<file path="src/hw/rtl/dtos_pkg.sv">
// ----------------------------------------------------------------------------
// Date and time offset package
// Field widths, calendar constants, reciprocal constants and the sequencer
// state type shared by the date and time offset block.
// ----------------------------------------------------------------------------
package dtos_pkg;

    localparam int DAY_W    = 5;
    localparam int MONTH_W  = 4;
    localparam int YEAR_W   = 14;
    localparam int HOUR_W   = 5;
    localparam int MINUTE_W = 6;
    localparam int SECOND_W = 6;
    localparam int OFFSET_W = 31;

    // Direction codes carried by the opcode field.
    localparam logic OP_FORWARD  = 1'b0;
    localparam logic OP_BACKWARD = 1'b1;

    // Seconds of one day, and the widths that follow from it.
    localparam int SECS_PER_DAY = 86400;
    localparam int TOD_W        = 17;
    localparam int DIVIDEND_W   = 32;
    localparam int QUOT_W       = 16;

    // Whole days by reciprocal multiplication: the dividend is scaled down by 128
    // first, which leaves a division by 675 that is exact for any 25-bit value.
    localparam int DAY_SCALE_SHIFT = 7;
    localparam int DAY_RECIP       = 50903317;
    localparam int DAY_RECIP_SHIFT = 35;
    localparam int DAY_RECIP_W     = 26;

    localparam int MONTH_JAN = 1;
    localparam int MONTH_FEB = 2;
    localparam int MONTH_APR = 4;
    localparam int MONTH_JUN = 6;
    localparam int MONTH_SEP = 9;
    localparam int MONTH_NOV = 11;
    localparam int MONTH_DEC = 12;
    localparam int YEAR_MAX  = 16383;

    // Year within the 400-year cycle.
    localparam int CYCLE_W     = 9;
    localparam int CYCLE_YEARS = 400;

    // Floor quotients by reciprocal multiplication; exact over the value ranges used.
    localparam int Y400_RECIP = 10486;
    localparam int Y400_SHIFT = 22;
    localparam int Y400_Q_W   = 6;
    localparam int HOUR_RECIP = 37283;
    localparam int HOUR_SHIFT = 27;
    localparam int MIN_RECIP  = 4370;
    localparam int MIN_SHIFT  = 18;
    localparam int HREM_W     = 12;

    typedef enum logic [3:0] {
        ST_IDLE,
        ST_PREP,
        ST_CLAMP,
        ST_DIV,
        ST_ADJ,
        ST_WALK,
        ST_HOUR,
        ST_HREM,
        ST_MIN,
        ST_DONE
    } dtos_state_t;

    // Leap year from the position in the 400-year cycle.
    function automatic logic is_leap(input logic [CYCLE_W-1:0] c400);
        logic leap;
        leap = (c400[1:0] == 2'b00) && (c400 != 9'd100) && (c400 != 9'd200)
            && (c400 != 9'd300);
        return leap;
    endfunction

    function automatic logic [DAY_W-1:0] month_len(input logic [MONTH_W-1:0] m,
                                                   input logic leap);
        logic [DAY_W-1:0] len;
        if (m == MONTH_W'(MONTH_FEB))
        begin
            len = leap ? 5'd29 : 5'd28;
        end
        else if (m == MONTH_W'(MONTH_APR) || m == MONTH_W'(MONTH_JUN)
                 || m == MONTH_W'(MONTH_SEP) || m == MONTH_W'(MONTH_NOV))
        begin
            len = 5'd30;
        end
        else
        begin
            len = 5'd31;
        end
        return len;
    endfunction

endpackage

</file>
<file path="src/hw/rtl/dtos_if.sv">
// ----------------------------------------------------------------------------
// Date and time offset channels
// Valid/ready channels for the input moment and for the resulting moment.
// ----------------------------------------------------------------------------
interface dtos_item_if;
    logic                             valid;
    logic                             ready;
    logic                             opcode;
    logic [dtos_pkg::DAY_W-1:0]       day;
    logic [dtos_pkg::MONTH_W-1:0]     month;
    logic [dtos_pkg::YEAR_W-1:0]      year;
    logic [dtos_pkg::HOUR_W-1:0]      hour;
    logic [dtos_pkg::MINUTE_W-1:0]    minute;
    logic [dtos_pkg::SECOND_W-1:0]    second;
    logic [dtos_pkg::OFFSET_W-1:0]    offset_seconds;

    modport source (output valid, opcode, day, month, year, hour, minute, second,
                    offset_seconds, input ready);
    modport sink   (input valid, opcode, day, month, year, hour, minute, second,
                    offset_seconds, output ready);
endinterface

interface dtos_result_if;
    logic                             valid;
    logic                             ready;
    logic [dtos_pkg::DAY_W-1:0]       res_day;
    logic [dtos_pkg::MONTH_W-1:0]     res_month;
    logic [dtos_pkg::YEAR_W-1:0]      res_year;
    logic [dtos_pkg::HOUR_W-1:0]      res_hour;
    logic [dtos_pkg::MINUTE_W-1:0]    res_minute;
    logic [dtos_pkg::SECOND_W-1:0]    res_second;
    logic                             out_of_range;

    modport source (output valid, res_day, res_month, res_year, res_hour, res_minute,
                    res_second, out_of_range, input ready);
    modport sink   (input valid, res_day, res_month, res_year, res_hour, res_minute,
                    res_second, out_of_range, output ready);
endinterface

</file>
<file path="src/hw/rtl/dtos_div.sv">
// ----------------------------------------------------------------------------
// Seconds-per-day divider
// Splits a 32-bit count of seconds into whole days and remaining seconds by
// reciprocal multiplication, then a multiply-back subtraction.
// ----------------------------------------------------------------------------
module dtos_div (
    input  logic                                clk,
    input  logic                                rst_n,
    input  logic                                start,
    input  logic [dtos_pkg::DIVIDEND_W-1:0]     dividend,
    output logic                                done,
    output logic [dtos_pkg::QUOT_W-1:0]         quotient,
    output logic [dtos_pkg::TOD_W-1:0]          remainder
);

    localparam int SCALED_W = dtos_pkg::DIVIDEND_W - dtos_pkg::DAY_SCALE_SHIFT;
    localparam int RPROD_W  = SCALED_W + dtos_pkg::DAY_RECIP_W;

    logic                              mul_step_reg;
    logic                              sub_step_reg;
    logic                              done_reg;
    logic [dtos_pkg::DIVIDEND_W-1:0]   num_reg;
    logic [dtos_pkg::QUOT_W-1:0]       quot_reg;
    logic [dtos_pkg::TOD_W-1:0]        rem_reg;

    logic [RPROD_W-1:0]                recip_prod;
    logic [dtos_pkg::DIVIDEND_W-1:0]   day_prod;

    always_comb
    begin
        recip_prod = RPROD_W'(num_reg[dtos_pkg::DIVIDEND_W-1:dtos_pkg::DAY_SCALE_SHIFT])
                   * RPROD_W'(dtos_pkg::DAY_RECIP);
        day_prod   = dtos_pkg::DIVIDEND_W'(quot_reg)
                   * dtos_pkg::DIVIDEND_W'(dtos_pkg::SECS_PER_DAY);
    end

    always_ff @(posedge clk or negedge rst_n)
    begin
        if (!rst_n)
        begin
            mul_step_reg <= 1'b0;
            sub_step_reg <= 1'b0;
            done_reg     <= 1'b0;
        end
        else
        begin
            mul_step_reg <= start;
            sub_step_reg <= mul_step_reg;
            done_reg     <= sub_step_reg;
        end
    end

    always_ff @(posedge clk)
    begin
        if (start)
        begin
            num_reg <= dividend;
        end
        if (mul_step_reg)
        begin
            quot_reg <= recip_prod[dtos_pkg::DAY_RECIP_SHIFT +: dtos_pkg::QUOT_W];
        end
        if (sub_step_reg)
        begin
            rem_reg <= dtos_pkg::TOD_W'(num_reg - day_prod);
        end
    end

    assign done      = done_reg;
    assign quotient  = quot_reg;
    assign remainder = rem_reg;

endmodule

</file>
<file path="src/hw/rtl/datetime_offset_seconds_core.sv">
// ----------------------------------------------------------------------------
// Date and time offset core
// The block works on one transaction at a time: it accepts a new input only once
// the result of the last one is loaded into the output register. The month walk
// crosses each month boundary in turn, up to about 820 of them, and dominates the
// time per transaction; a result that waits for ready holds the block in its last state.
// Reset: rst_n clears the sequencer and the output valid asynchronously.
// ----------------------------------------------------------------------------
module datetime_offset_seconds_core (
    input  logic           clk,
    input  logic           rst_n,
    dtos_item_if.sink      item,
    dtos_result_if.source  result
);

    dtos_pkg::dtos_state_t state_reg, state_next;

    // Raw fields kept for the out-of-range echo.
    logic [dtos_pkg::DAY_W-1:0]      raw_day_reg;
    logic [dtos_pkg::MONTH_W-1:0]    raw_month_reg;
    logic [dtos_pkg::YEAR_W-1:0]     raw_year_reg;
    logic [dtos_pkg::HOUR_W-1:0]     raw_hour_reg;
    logic [dtos_pkg::MINUTE_W-1:0]   raw_minute_reg;
    logic [dtos_pkg::SECOND_W-1:0]   raw_second_reg;

    logic                            op_reg;
    logic [dtos_pkg::OFFSET_W-1:0]   n_reg;
    logic [dtos_pkg::HOUR_W-1:0]     h_reg;
    logic [dtos_pkg::MINUTE_W-1:0]   mi_reg;
    logic [dtos_pkg::SECOND_W-1:0]   s_reg;
    logic [dtos_pkg::TOD_W-1:0]      tod_reg;
    logic [dtos_pkg::Y400_Q_W-1:0]   q400_reg;
    logic                            neg_reg;

    // Walking calendar position.
    logic [dtos_pkg::DAY_W-1:0]      cd_reg;
    logic [dtos_pkg::MONTH_W-1:0]    cm_reg;
    logic [dtos_pkg::YEAR_W-1:0]     cy_reg;
    logic [dtos_pkg::CYCLE_W-1:0]    c400_reg;
    logic [dtos_pkg::QUOT_W-1:0]     days_reg;
    logic                            oor_reg;

    logic [dtos_pkg::TOD_W-1:0]      r_reg;
    logic [dtos_pkg::HOUR_W-1:0]     hour_reg;
    logic [dtos_pkg::HREM_W-1:0]     hrem_reg;
    logic [dtos_pkg::MINUTE_W-1:0]   min_reg;

    logic                            out_valid_reg;
    logic [dtos_pkg::DAY_W-1:0]      res_day_reg;
    logic [dtos_pkg::MONTH_W-1:0]    res_month_reg;
    logic [dtos_pkg::YEAR_W-1:0]     res_year_reg;
    logic [dtos_pkg::HOUR_W-1:0]     res_hour_reg;
    logic [dtos_pkg::MINUTE_W-1:0]   res_minute_reg;
    logic [dtos_pkg::SECOND_W-1:0]   res_second_reg;
    logic                            res_oor_reg;

    logic                            accept;
    logic                            div_start;
    logic                            div_done;
    logic [dtos_pkg::QUOT_W-1:0]     div_quot;
    logic [dtos_pkg::TOD_W-1:0]      div_rem;
    logic                            out_load;

    // Datapath terms.
    logic [dtos_pkg::YEAR_W+dtos_pkg::YEAR_W-1:0] year_prod;
    logic [dtos_pkg::TOD_W-1:0]      tod_calc;
    logic [dtos_pkg::CYCLE_W-1:0]    c400_calc;
    logic [dtos_pkg::DAY_W-1:0]      ml_start;
    logic [dtos_pkg::DIVIDEND_W-1:0] dividend;
    logic                            neg_calc;
    logic                            leap;
    logic [dtos_pkg::DAY_W-1:0]      ml;
    logic [dtos_pkg::DAY_W-1:0]      left;
    logic                            walk_fits;
    logic                            walk_oor;
    logic [2*dtos_pkg::TOD_W-1:0]    hour_prod;
    logic [2*dtos_pkg::HREM_W:0]     min_prod;
    logic [dtos_pkg::SECOND_W-1:0]   sec_calc;

    dtos_div u_div (
        .clk       (clk),
        .rst_n     (rst_n),
        .start     (div_start),
        .dividend  (dividend),
        .done      (div_done),
        .quotient  (div_quot),
        .remainder (div_rem)
    );

    always_comb
    begin
        year_prod = (2*dtos_pkg::YEAR_W)'(cy_reg) * (2*dtos_pkg::YEAR_W)'(dtos_pkg::Y400_RECIP);
        tod_calc  = dtos_pkg::TOD_W'(h_reg) * dtos_pkg::TOD_W'(3600)
                  + dtos_pkg::TOD_W'(mi_reg) * dtos_pkg::TOD_W'(60)
                  + dtos_pkg::TOD_W'(s_reg);
        c400_calc = dtos_pkg::CYCLE_W'(cy_reg - dtos_pkg::YEAR_W'(q400_reg)
                  * dtos_pkg::YEAR_W'(dtos_pkg::CYCLE_YEARS));
        ml_start  = dtos_pkg::month_len(cm_reg, dtos_pkg::is_leap(c400_calc));
        neg_calc  = (op_reg == dtos_pkg::OP_BACKWARD)
                 && (dtos_pkg::DIVIDEND_W'(n_reg) > dtos_pkg::DIVIDEND_W'(tod_reg));
        if (op_reg == dtos_pkg::OP_FORWARD)
        begin
            dividend = dtos_pkg::DIVIDEND_W'(n_reg) + dtos_pkg::DIVIDEND_W'(tod_reg);
        end
        else if (neg_calc)
        begin
            dividend = dtos_pkg::DIVIDEND_W'(n_reg) - dtos_pkg::DIVIDEND_W'(tod_reg);
        end
        else
        begin
            dividend = dtos_pkg::DIVIDEND_W'(tod_reg) - dtos_pkg::DIVIDEND_W'(n_reg);
        end

        leap = dtos_pkg::is_leap(c400_reg);
        ml   = dtos_pkg::month_len(cm_reg, leap);
        left = ml - cd_reg;
        if (neg_reg)
        begin
            walk_fits = days_reg < dtos_pkg::QUOT_W'(cd_reg);
            walk_oor  = !walk_fits && (cm_reg == dtos_pkg::MONTH_W'(dtos_pkg::MONTH_JAN))
                     && (cy_reg == '0);
        end
        else
        begin
            walk_fits = days_reg <= dtos_pkg::QUOT_W'(left);
            walk_oor  = !walk_fits && (cm_reg == dtos_pkg::MONTH_W'(dtos_pkg::MONTH_DEC))
                     && (cy_reg == dtos_pkg::YEAR_W'(dtos_pkg::YEAR_MAX));
        end

        hour_prod = (2*dtos_pkg::TOD_W)'(r_reg) * (2*dtos_pkg::TOD_W)'(dtos_pkg::HOUR_RECIP);
        min_prod  = (2*dtos_pkg::HREM_W+1)'(hrem_reg)
                  * (2*dtos_pkg::HREM_W+1)'(dtos_pkg::MIN_RECIP);
        sec_calc  = dtos_pkg::SECOND_W'(hrem_reg - dtos_pkg::HREM_W'(min_reg)
                  * dtos_pkg::HREM_W'(60));
    end

    // Next state.
    always_comb
    begin
        state_next = state_reg;
        unique case (state_reg)
            dtos_pkg::ST_IDLE:  if (item.valid) state_next = dtos_pkg::ST_PREP;
            dtos_pkg::ST_PREP:  state_next = dtos_pkg::ST_CLAMP;
            dtos_pkg::ST_CLAMP: state_next = dtos_pkg::ST_DIV;
            dtos_pkg::ST_DIV:   if (div_done) state_next = dtos_pkg::ST_ADJ;
            dtos_pkg::ST_ADJ:   state_next = dtos_pkg::ST_WALK;
            dtos_pkg::ST_WALK:  if (walk_fits || walk_oor) state_next = dtos_pkg::ST_HOUR;
            dtos_pkg::ST_HOUR:  state_next = dtos_pkg::ST_HREM;
            dtos_pkg::ST_HREM:  state_next = dtos_pkg::ST_MIN;
            dtos_pkg::ST_MIN:   state_next = dtos_pkg::ST_DONE;
            dtos_pkg::ST_DONE:  if (!out_valid_reg || result.ready) state_next = dtos_pkg::ST_IDLE;
            default:            state_next = dtos_pkg::ST_IDLE;
        endcase
    end

    // Sequencer outputs.
    always_comb
    begin
        item.ready = (state_reg == dtos_pkg::ST_IDLE);
        div_start  = (state_reg == dtos_pkg::ST_CLAMP);
        out_load   = (state_reg == dtos_pkg::ST_DONE) && (!out_valid_reg || result.ready);
    end

    assign accept = item.valid && item.ready;

    always_ff @(posedge clk or negedge rst_n)
    begin
        if (!rst_n)
        begin
            state_reg     <= dtos_pkg::ST_IDLE;
            out_valid_reg <= 1'b0;
        end
        else
        begin
            state_reg <= state_next;
            if (out_load)
            begin
                out_valid_reg <= 1'b1;
            end
            else if (result.ready)
            begin
                out_valid_reg <= 1'b0;
            end
        end
    end

    always_ff @(posedge clk)
    begin
        unique case (state_reg)
            dtos_pkg::ST_IDLE:
            begin
                if (accept)
                begin
                    raw_day_reg    <= item.day;
                    raw_month_reg  <= item.month;
                    raw_year_reg   <= item.year;
                    raw_hour_reg   <= item.hour;
                    raw_minute_reg <= item.minute;
                    raw_second_reg <= item.second;
                    op_reg         <= item.opcode;
                    n_reg          <= item.offset_seconds;
                    cy_reg         <= item.year;
                    oor_reg        <= 1'b0;
                    if (item.month == '0)
                    begin
                        cm_reg <= dtos_pkg::MONTH_W'(dtos_pkg::MONTH_JAN);
                    end
                    else if (item.month > dtos_pkg::MONTH_W'(dtos_pkg::MONTH_DEC))
                    begin
                        cm_reg <= dtos_pkg::MONTH_W'(dtos_pkg::MONTH_DEC);
                    end
                    else
                    begin
                        cm_reg <= item.month;
                    end
                    h_reg  <= (item.hour > 5'd23) ? 5'd23 : item.hour;
                    mi_reg <= (item.minute > 6'd59) ? 6'd59 : item.minute;
                    s_reg  <= (item.second > 6'd59) ? 6'd59 : item.second;
                end
            end
            dtos_pkg::ST_PREP:
            begin
                q400_reg <= year_prod[dtos_pkg::Y400_SHIFT +: dtos_pkg::Y400_Q_W];
                tod_reg  <= tod_calc;
            end
            dtos_pkg::ST_CLAMP:
            begin
                c400_reg <= c400_calc;
                neg_reg  <= neg_calc;
                if (raw_day_reg == '0)
                begin
                    cd_reg <= 5'd1;
                end
                else if (raw_day_reg > ml_start)
                begin
                    cd_reg <= ml_start;
                end
                else
                begin
                    cd_reg <= raw_day_reg;
                end
            end
            dtos_pkg::ST_DIV:
            begin
            end
            dtos_pkg::ST_ADJ:
            begin
                // Floor division: a negative time with a nonzero remainder borrows a day.
                if (neg_reg && (div_rem != '0))
                begin
                    days_reg <= div_quot + 1'b1;
                    r_reg    <= dtos_pkg::TOD_W'(dtos_pkg::SECS_PER_DAY) - div_rem;
                end
                else
                begin
                    days_reg <= div_quot;
                    r_reg    <= div_rem;
                end
            end
            dtos_pkg::ST_WALK:
            begin
                if (walk_fits)
                begin
                    cd_reg <= neg_reg ? cd_reg - days_reg[dtos_pkg::DAY_W-1:0]
                                      : cd_reg + days_reg[dtos_pkg::DAY_W-1:0];
                end
                else if (walk_oor)
                begin
                    oor_reg <= 1'b1;
                end
                else if (!neg_reg)
                begin
                    days_reg <= days_reg - dtos_pkg::QUOT_W'(left) - 1'b1;
                    cd_reg   <= 5'd1;
                    if (cm_reg == dtos_pkg::MONTH_W'(dtos_pkg::MONTH_DEC))
                    begin
                        cm_reg   <= dtos_pkg::MONTH_W'(dtos_pkg::MONTH_JAN);
                        cy_reg   <= cy_reg + 1'b1;
                        c400_reg <= (c400_reg == dtos_pkg::CYCLE_W'(dtos_pkg::CYCLE_YEARS - 1))
                                  ? '0 : c400_reg + 1'b1;
                    end
                    else
                    begin
                        cm_reg <= cm_reg + 1'b1;
                    end
                end
                else
                begin
                    // Stepping back past day one lands on the last day of the prior month.
                    days_reg <= days_reg - dtos_pkg::QUOT_W'(cd_reg);
                    if (cm_reg == dtos_pkg::MONTH_W'(dtos_pkg::MONTH_JAN))
                    begin
                        cm_reg   <= dtos_pkg::MONTH_W'(dtos_pkg::MONTH_DEC);
                        cy_reg   <= cy_reg - 1'b1;
                        c400_reg <= (c400_reg == '0)
                                  ? dtos_pkg::CYCLE_W'(dtos_pkg::CYCLE_YEARS - 1)
                                  : c400_reg - 1'b1;
                        cd_reg   <= 5'd31;
                    end
                    else
                    begin
                        cm_reg <= cm_reg - 1'b1;
                        cd_reg <= dtos_pkg::month_len(cm_reg - 1'b1, leap);
                    end
                end
            end
            dtos_pkg::ST_HOUR:
            begin
                hour_reg <= hour_prod[dtos_pkg::HOUR_SHIFT +: dtos_pkg::HOUR_W];
            end
            dtos_pkg::ST_HREM:
            begin
                hrem_reg <= dtos_pkg::HREM_W'(r_reg - dtos_pkg::TOD_W'(hour_reg)
                          * dtos_pkg::TOD_W'(3600));
            end
            dtos_pkg::ST_MIN:
            begin
                min_reg <= min_prod[dtos_pkg::MIN_SHIFT +: dtos_pkg::MINUTE_W];
            end
            dtos_pkg::ST_DONE:
            begin
                if (out_load)
                begin
                    res_oor_reg <= oor_reg;
                    if (oor_reg)
                    begin
                        res_day_reg    <= raw_day_reg;
                        res_month_reg  <= raw_month_reg;
                        res_year_reg   <= raw_year_reg;
                        res_hour_reg   <= raw_hour_reg;
                        res_minute_reg <= raw_minute_reg;
                        res_second_reg <= raw_second_reg;
                    end
                    else
                    begin
                        res_day_reg    <= cd_reg;
                        res_month_reg  <= cm_reg;
                        res_year_reg   <= cy_reg;
                        res_hour_reg   <= hour_reg;
                        res_minute_reg <= min_reg;
                        res_second_reg <= sec_calc;
                    end
                end
            end
            default:
            begin
            end
        endcase
    end

    assign result.valid        = out_valid_reg;
    assign result.res_day      = res_day_reg;
    assign result.res_month    = res_month_reg;
    assign result.res_year     = res_year_reg;
    assign result.res_hour     = res_hour_reg;
    assign result.res_minute   = res_minute_reg;
    assign result.res_second   = res_second_reg;
    assign result.out_of_range = res_oor_reg;

endmodule

</file>
<file path="src/flat_wrapper.sv">
// flat-port wrapper written by rule: the top's interface ports become plain ports
module datetime_offset_seconds_core_flat 
  (clk, rst_n, item_valid, item_opcode, item_day, item_month, item_year, item_hour, item_minute, item_second, item_offset_seconds, item_ready, result_valid, result_res_day, result_res_month, result_res_year, result_res_hour, result_res_minute, result_res_second, result_out_of_range, result_ready);
  dtos_item_if item_i ();
  dtos_result_if result_i ();
  input  logic clk;
  input  logic rst_n;
  input wire logic [$bits(item_i.valid)-1:0] item_valid;
  input wire logic [$bits(item_i.opcode)-1:0] item_opcode;
  input wire logic [$bits(item_i.day)-1:0] item_day;
  input wire logic [$bits(item_i.month)-1:0] item_month;
  input wire logic [$bits(item_i.year)-1:0] item_year;
  input wire logic [$bits(item_i.hour)-1:0] item_hour;
  input wire logic [$bits(item_i.minute)-1:0] item_minute;
  input wire logic [$bits(item_i.second)-1:0] item_second;
  input wire logic [$bits(item_i.offset_seconds)-1:0] item_offset_seconds;
  output wire logic [$bits(item_i.ready)-1:0] item_ready;
  output wire logic [$bits(result_i.valid)-1:0] result_valid;
  output wire logic [$bits(result_i.res_day)-1:0] result_res_day;
  output wire logic [$bits(result_i.res_month)-1:0] result_res_month;
  output wire logic [$bits(result_i.res_year)-1:0] result_res_year;
  output wire logic [$bits(result_i.res_hour)-1:0] result_res_hour;
  output wire logic [$bits(result_i.res_minute)-1:0] result_res_minute;
  output wire logic [$bits(result_i.res_second)-1:0] result_res_second;
  output wire logic [$bits(result_i.out_of_range)-1:0] result_out_of_range;
  input wire logic [$bits(result_i.ready)-1:0] result_ready;
  assign item_i.valid = item_valid;
  assign item_i.opcode = item_opcode;
  assign item_i.day = item_day;
  assign item_i.month = item_month;
  assign item_i.year = item_year;
  assign item_i.hour = item_hour;
  assign item_i.minute = item_minute;
  assign item_i.second = item_second;
  assign item_i.offset_seconds = item_offset_seconds;
  assign item_ready = item_i.ready;
  assign result_valid = result_i.valid;
  assign result_res_day = result_i.res_day;
  assign result_res_month = result_i.res_month;
  assign result_res_year = result_i.res_year;
  assign result_res_hour = result_i.res_hour;
  assign result_res_minute = result_i.res_minute;
  assign result_res_second = result_i.res_second;
  assign result_out_of_range = result_i.out_of_range;
  assign result_i.ready = result_ready;
  datetime_offset_seconds_core u_core (.clk(clk), .rst_n(rst_n), .item(item_i), .result(result_i));
endmodule
</file>
<file path="config.mk">
export PLATFORM = sky130hd
export DESIGN_NAME = datetime_offset_seconds_core_flat
export DESIGN_NICKNAME = d
export VERILOG_FILES = /design/src/hw/rtl/dtos_pkg.sv /design/src/hw/rtl/dtos_if.sv /design/src/hw/rtl/dtos_div.sv /design/src/hw/rtl/datetime_offset_seconds_core.sv /design/src/flat_wrapper.sv
export SDC_FILE = /design/constraint.sdc
export NUM_CORES = 2
export LEC_CHECK = 0
export BUFFER_PORTS_ARGS = -buffer_cell sky130_fd_sc_hd__buf_2
export CELL_PAD_IN_SITES_DETAIL_PLACEMENT = 1
export CELL_PAD_IN_SITES_GLOBAL_PLACEMENT = 1
export CORE_MARGIN = 2
export CORE_UTILIZATION = 35
export CTS_BUF_LIST = sky130_fd_sc_hd__clkbuf_8
export CTS_CLUSTER_DIAMETER = 100
export DETAILED_ROUTE_END_ITERATION = 8
export GPL_TIMING_DRIVEN = 0
export PLACE_DENSITY_LB_ADDON = 0.1
export SYNTH_ARGS = -nofsm -noshare
export SYNTH_HDL_FRONTEND = slang
export SYNTH_SLANG_ARGS = --single-unit
export TNS_END_PERCENT = 30
</file>
<file path="constraint.sdc">
create_clock -name clk -period 15.6 [get_ports clk]
set_input_delay 1.56 -clock clk [delete_from_list [all_inputs] [get_ports clk]]
set_output_delay 1.56 -clock clk [all_outputs]
set_load 0.05 [all_outputs]
</file>
==> flow_summary.json <==
{
  "die_w_um": 334,
  "cp.required_ps": 16060,
  "initial_utilization_pct": 35.1,
  "layout_commonest_cell": "ha_1",
  "dp_hpwl_mm": 85.7,
  "grt_usage_pct": 18.9,
  "slew_headroom_pct": 24.8,
  "vias": 26300,
  "drive_above_1_share_pct": 7.13,
  "cap_violations": 0,
  "first_pass_iters": 5,
  "r2r-end": "u_core.u_div.quotient[15]",
  "final_antenna_net_count": 0,
  "cp.arrival_ps": 8120,
  "skew_ps": 72.9,
  "grt_overflow": 0,
  "avgViaCountPerCell": 4.90,
  "gp_congestion": 0.819,
  "ys_seq_area_share_pct": 24.7,
  "row_count": 121,
  "maxSlewViolCount": 0,
  "final.setup.tns_ps": 0,
  "drcViolationCount": 0,
  "rsz0062_at_grt": "no",
  "grt_start_max_net_pins": 67,
  "async_reset_ff_share_pct": 2.54,
  "post_cts_buffers": 0,
  "post_cts_resized": 0,
  "fmaxAchievable_mhz": 130,
  "yosysTopAreaCell": "ha_1",
  "grt_pass1_vias": 28400,
  "worstSetupEndpointType": "flop",
  "largest_register_ffs": 32,
  "synth_edf_count": 307,
  "ys_top_cells_by_area": "ha_1 (26%), edfxtp_1 (24%), fa_1 (18%), inv_1 (7.4%), xnor2_1 (3.4%)",
  "holdBufCountCts": 0,
  "antenna_found_initial": 1,
  "yosys_most_used_dff": "edfxtp_1",
  "wl_met1_mm": 51.3,
  "critPathLaunchType": "flop",
  "cts.sinks": 315,
  "cts_buffers": 61,
  "critPathKind": "flop to flop",
  "yosysUniqueCellTypes": 89,
  "routed.top_layer": "met4",
  "r2r_start": "u_core.u_div.num_reg[16]",
  "startpoint": "u_core.u_div.num_reg[16]",
  "die_h_um": 334,
  "h-tree-depth": 2,
  "insertion_delay_ps": 750,
  "setup_viol": 0,
  "cts_tree": "yes",
  "syn_inst": 3703,
  "netlist_area_mm2": 0.0382,
  "drt_wl_total_mm": 103,
  "status": "complete, no violations",
  "io-pin-count": 119,
  "synth_nets": 4914,
  "utilization_pct": 38.6,
  "synth_top_area_share_pct": 26.2,
  "clk_pin_slew_worst_paths_ps": 60,
  "regArea_mm2": 0.00942,
  "clockBufferDepth": 3,
  "nets": 5105,
  "synth_warnings": 0,
  "worstPathMaxFanout": 12,
  "portBuffers": 118,
  "ys_ff_latch": 315,
  "hold_viol": 0,
  "worst_pin_slew_ps": 1110,
  "r2r_slack_ps": 7930,
  "layout_common_cells": "ha_1 (799), inv_1 (777), fa_1 (336), edfxtp_1 (307), a21oi_1 (171)",
  "syn_to_final_growth_pct": 9.81,
  "rr_worst_depth": 21,
  "dieArea_mm2": 0.112,
  "endpoint": "u_core.u_div.quotient[15]",
  "core_area_mm2": 0.109,
  "multiInputGateArea_mm2": 0.0257,
  "wl_met3_mm": 2.31,
  "finalCriticalPeriod_ps": 7670,
  "grt_pass1_wl_mm": 165,
  "fillers": 12200,
  "detail_route.wl_per_cell_um": 19.3,
  "min_period_over_period_pct": 49.2,
  "cts-root-buf": "clkbuf_8",
  "wl_met2_mm": 48.0,
  "drt_iter0_drc": 1024,
  "syn_avg_cell_area_um2": 10.3,
  "hold_class": "flop to flop"
}
-- cells in the mapped netlist (all sizes together) (57+ instances only) --
library cell / number
ha: 799
inv: 751
fa: 336
edfxtp: 307
a21oi: 174
nand2: 160
o21ai: 152
xnor2: 147
nor2: 134
xor2: 59
nand3: 58
a21o: 57
-- per-stage QoR --
stage	instance area [um^2]	cells	worst slack [ps]	hold WS, ps
after floorplan	38200	3703	9100	400
after global placement	40500	5235	7210	401
after detailed placement	40700	5245	7720	407
after CTS	41900	5357	7710	421
after global routing	41900	5358	7470	428
final	41900	5358	7930	420
-- critical path, cell delays in order (launching register included) --
cell	delay, ps
edfxtp_1	880
ha_1	460
inv_1	100
fa_1	460
fa_1	510
inv_1	50
fa_1	490
inv_1	50
fa_1	470
fa_1	520
fa_1	540
inv_1	50
ha_1	320
nand4_1	130
nor4_1	700
nand2_1	130
o32ai_1	450
o21ai_1	110
o211ai_1	210
o41a_1	280
nor4_1	80
or3_1	380
-- routing by layer --
layer / up-vias / track usage, %
li1: 12900 / -
met1: 13000 / 26.9
met2: 262 / 31.3
met3: 91 / 1.84
met4: 0 / 3.93
met5: - / 0
-- worst min path at each step --
stage	cells past startpoint	to	startpoint
2_1_floorplan	0	u_core.tod_reg[0]	u_core.s_reg[0]
3_3_place_gp	0	u_core.u_div.remainder[0]	u_core.u_div.num_reg[0]
3_5_place_dp	0	u_core.u_div.remainder[2]	u_core.u_div.num_reg[2]
4_1_cts	0	u_core.u_div.remainder[2]	u_core.u_div.num_reg[2]
5_1_grt	0	u_core.u_div.remainder[0]	u_core.u_div.num_reg[0]
6_report	0	u_core.u_div.remainder[1]	u_core.u_div.num_reg[1]
-- area by class of cell --
class | count | area share [%]
clock buffers | 66 | 2.17
repair buffers | 128 | 1.69
well taps | 1414 | 4.22
plain buffers | 69 | 0.678
diodes | 1 | 0.00597
clock inverters | 46 | 0.764
inverters | 753 | 6.75
multi-input cells | 2566 | 61.2
flip-flops and latches | 315 | 22.5
-- logic make-up after synthesis --
kind of cell,Yosys count,synth area share [%]
simple gates,602,7.83
mux,22,0.620
compound gates,601,10.2
flops,315,24.7
fa+ha+maj,1135,43.8
buf+inv,822,8.15
xor+xnor,206,4.73
Power is left out: the tool's default activity adds up to more than one toggle a clock period on the data nets, which glitch-free logic cannot reach.
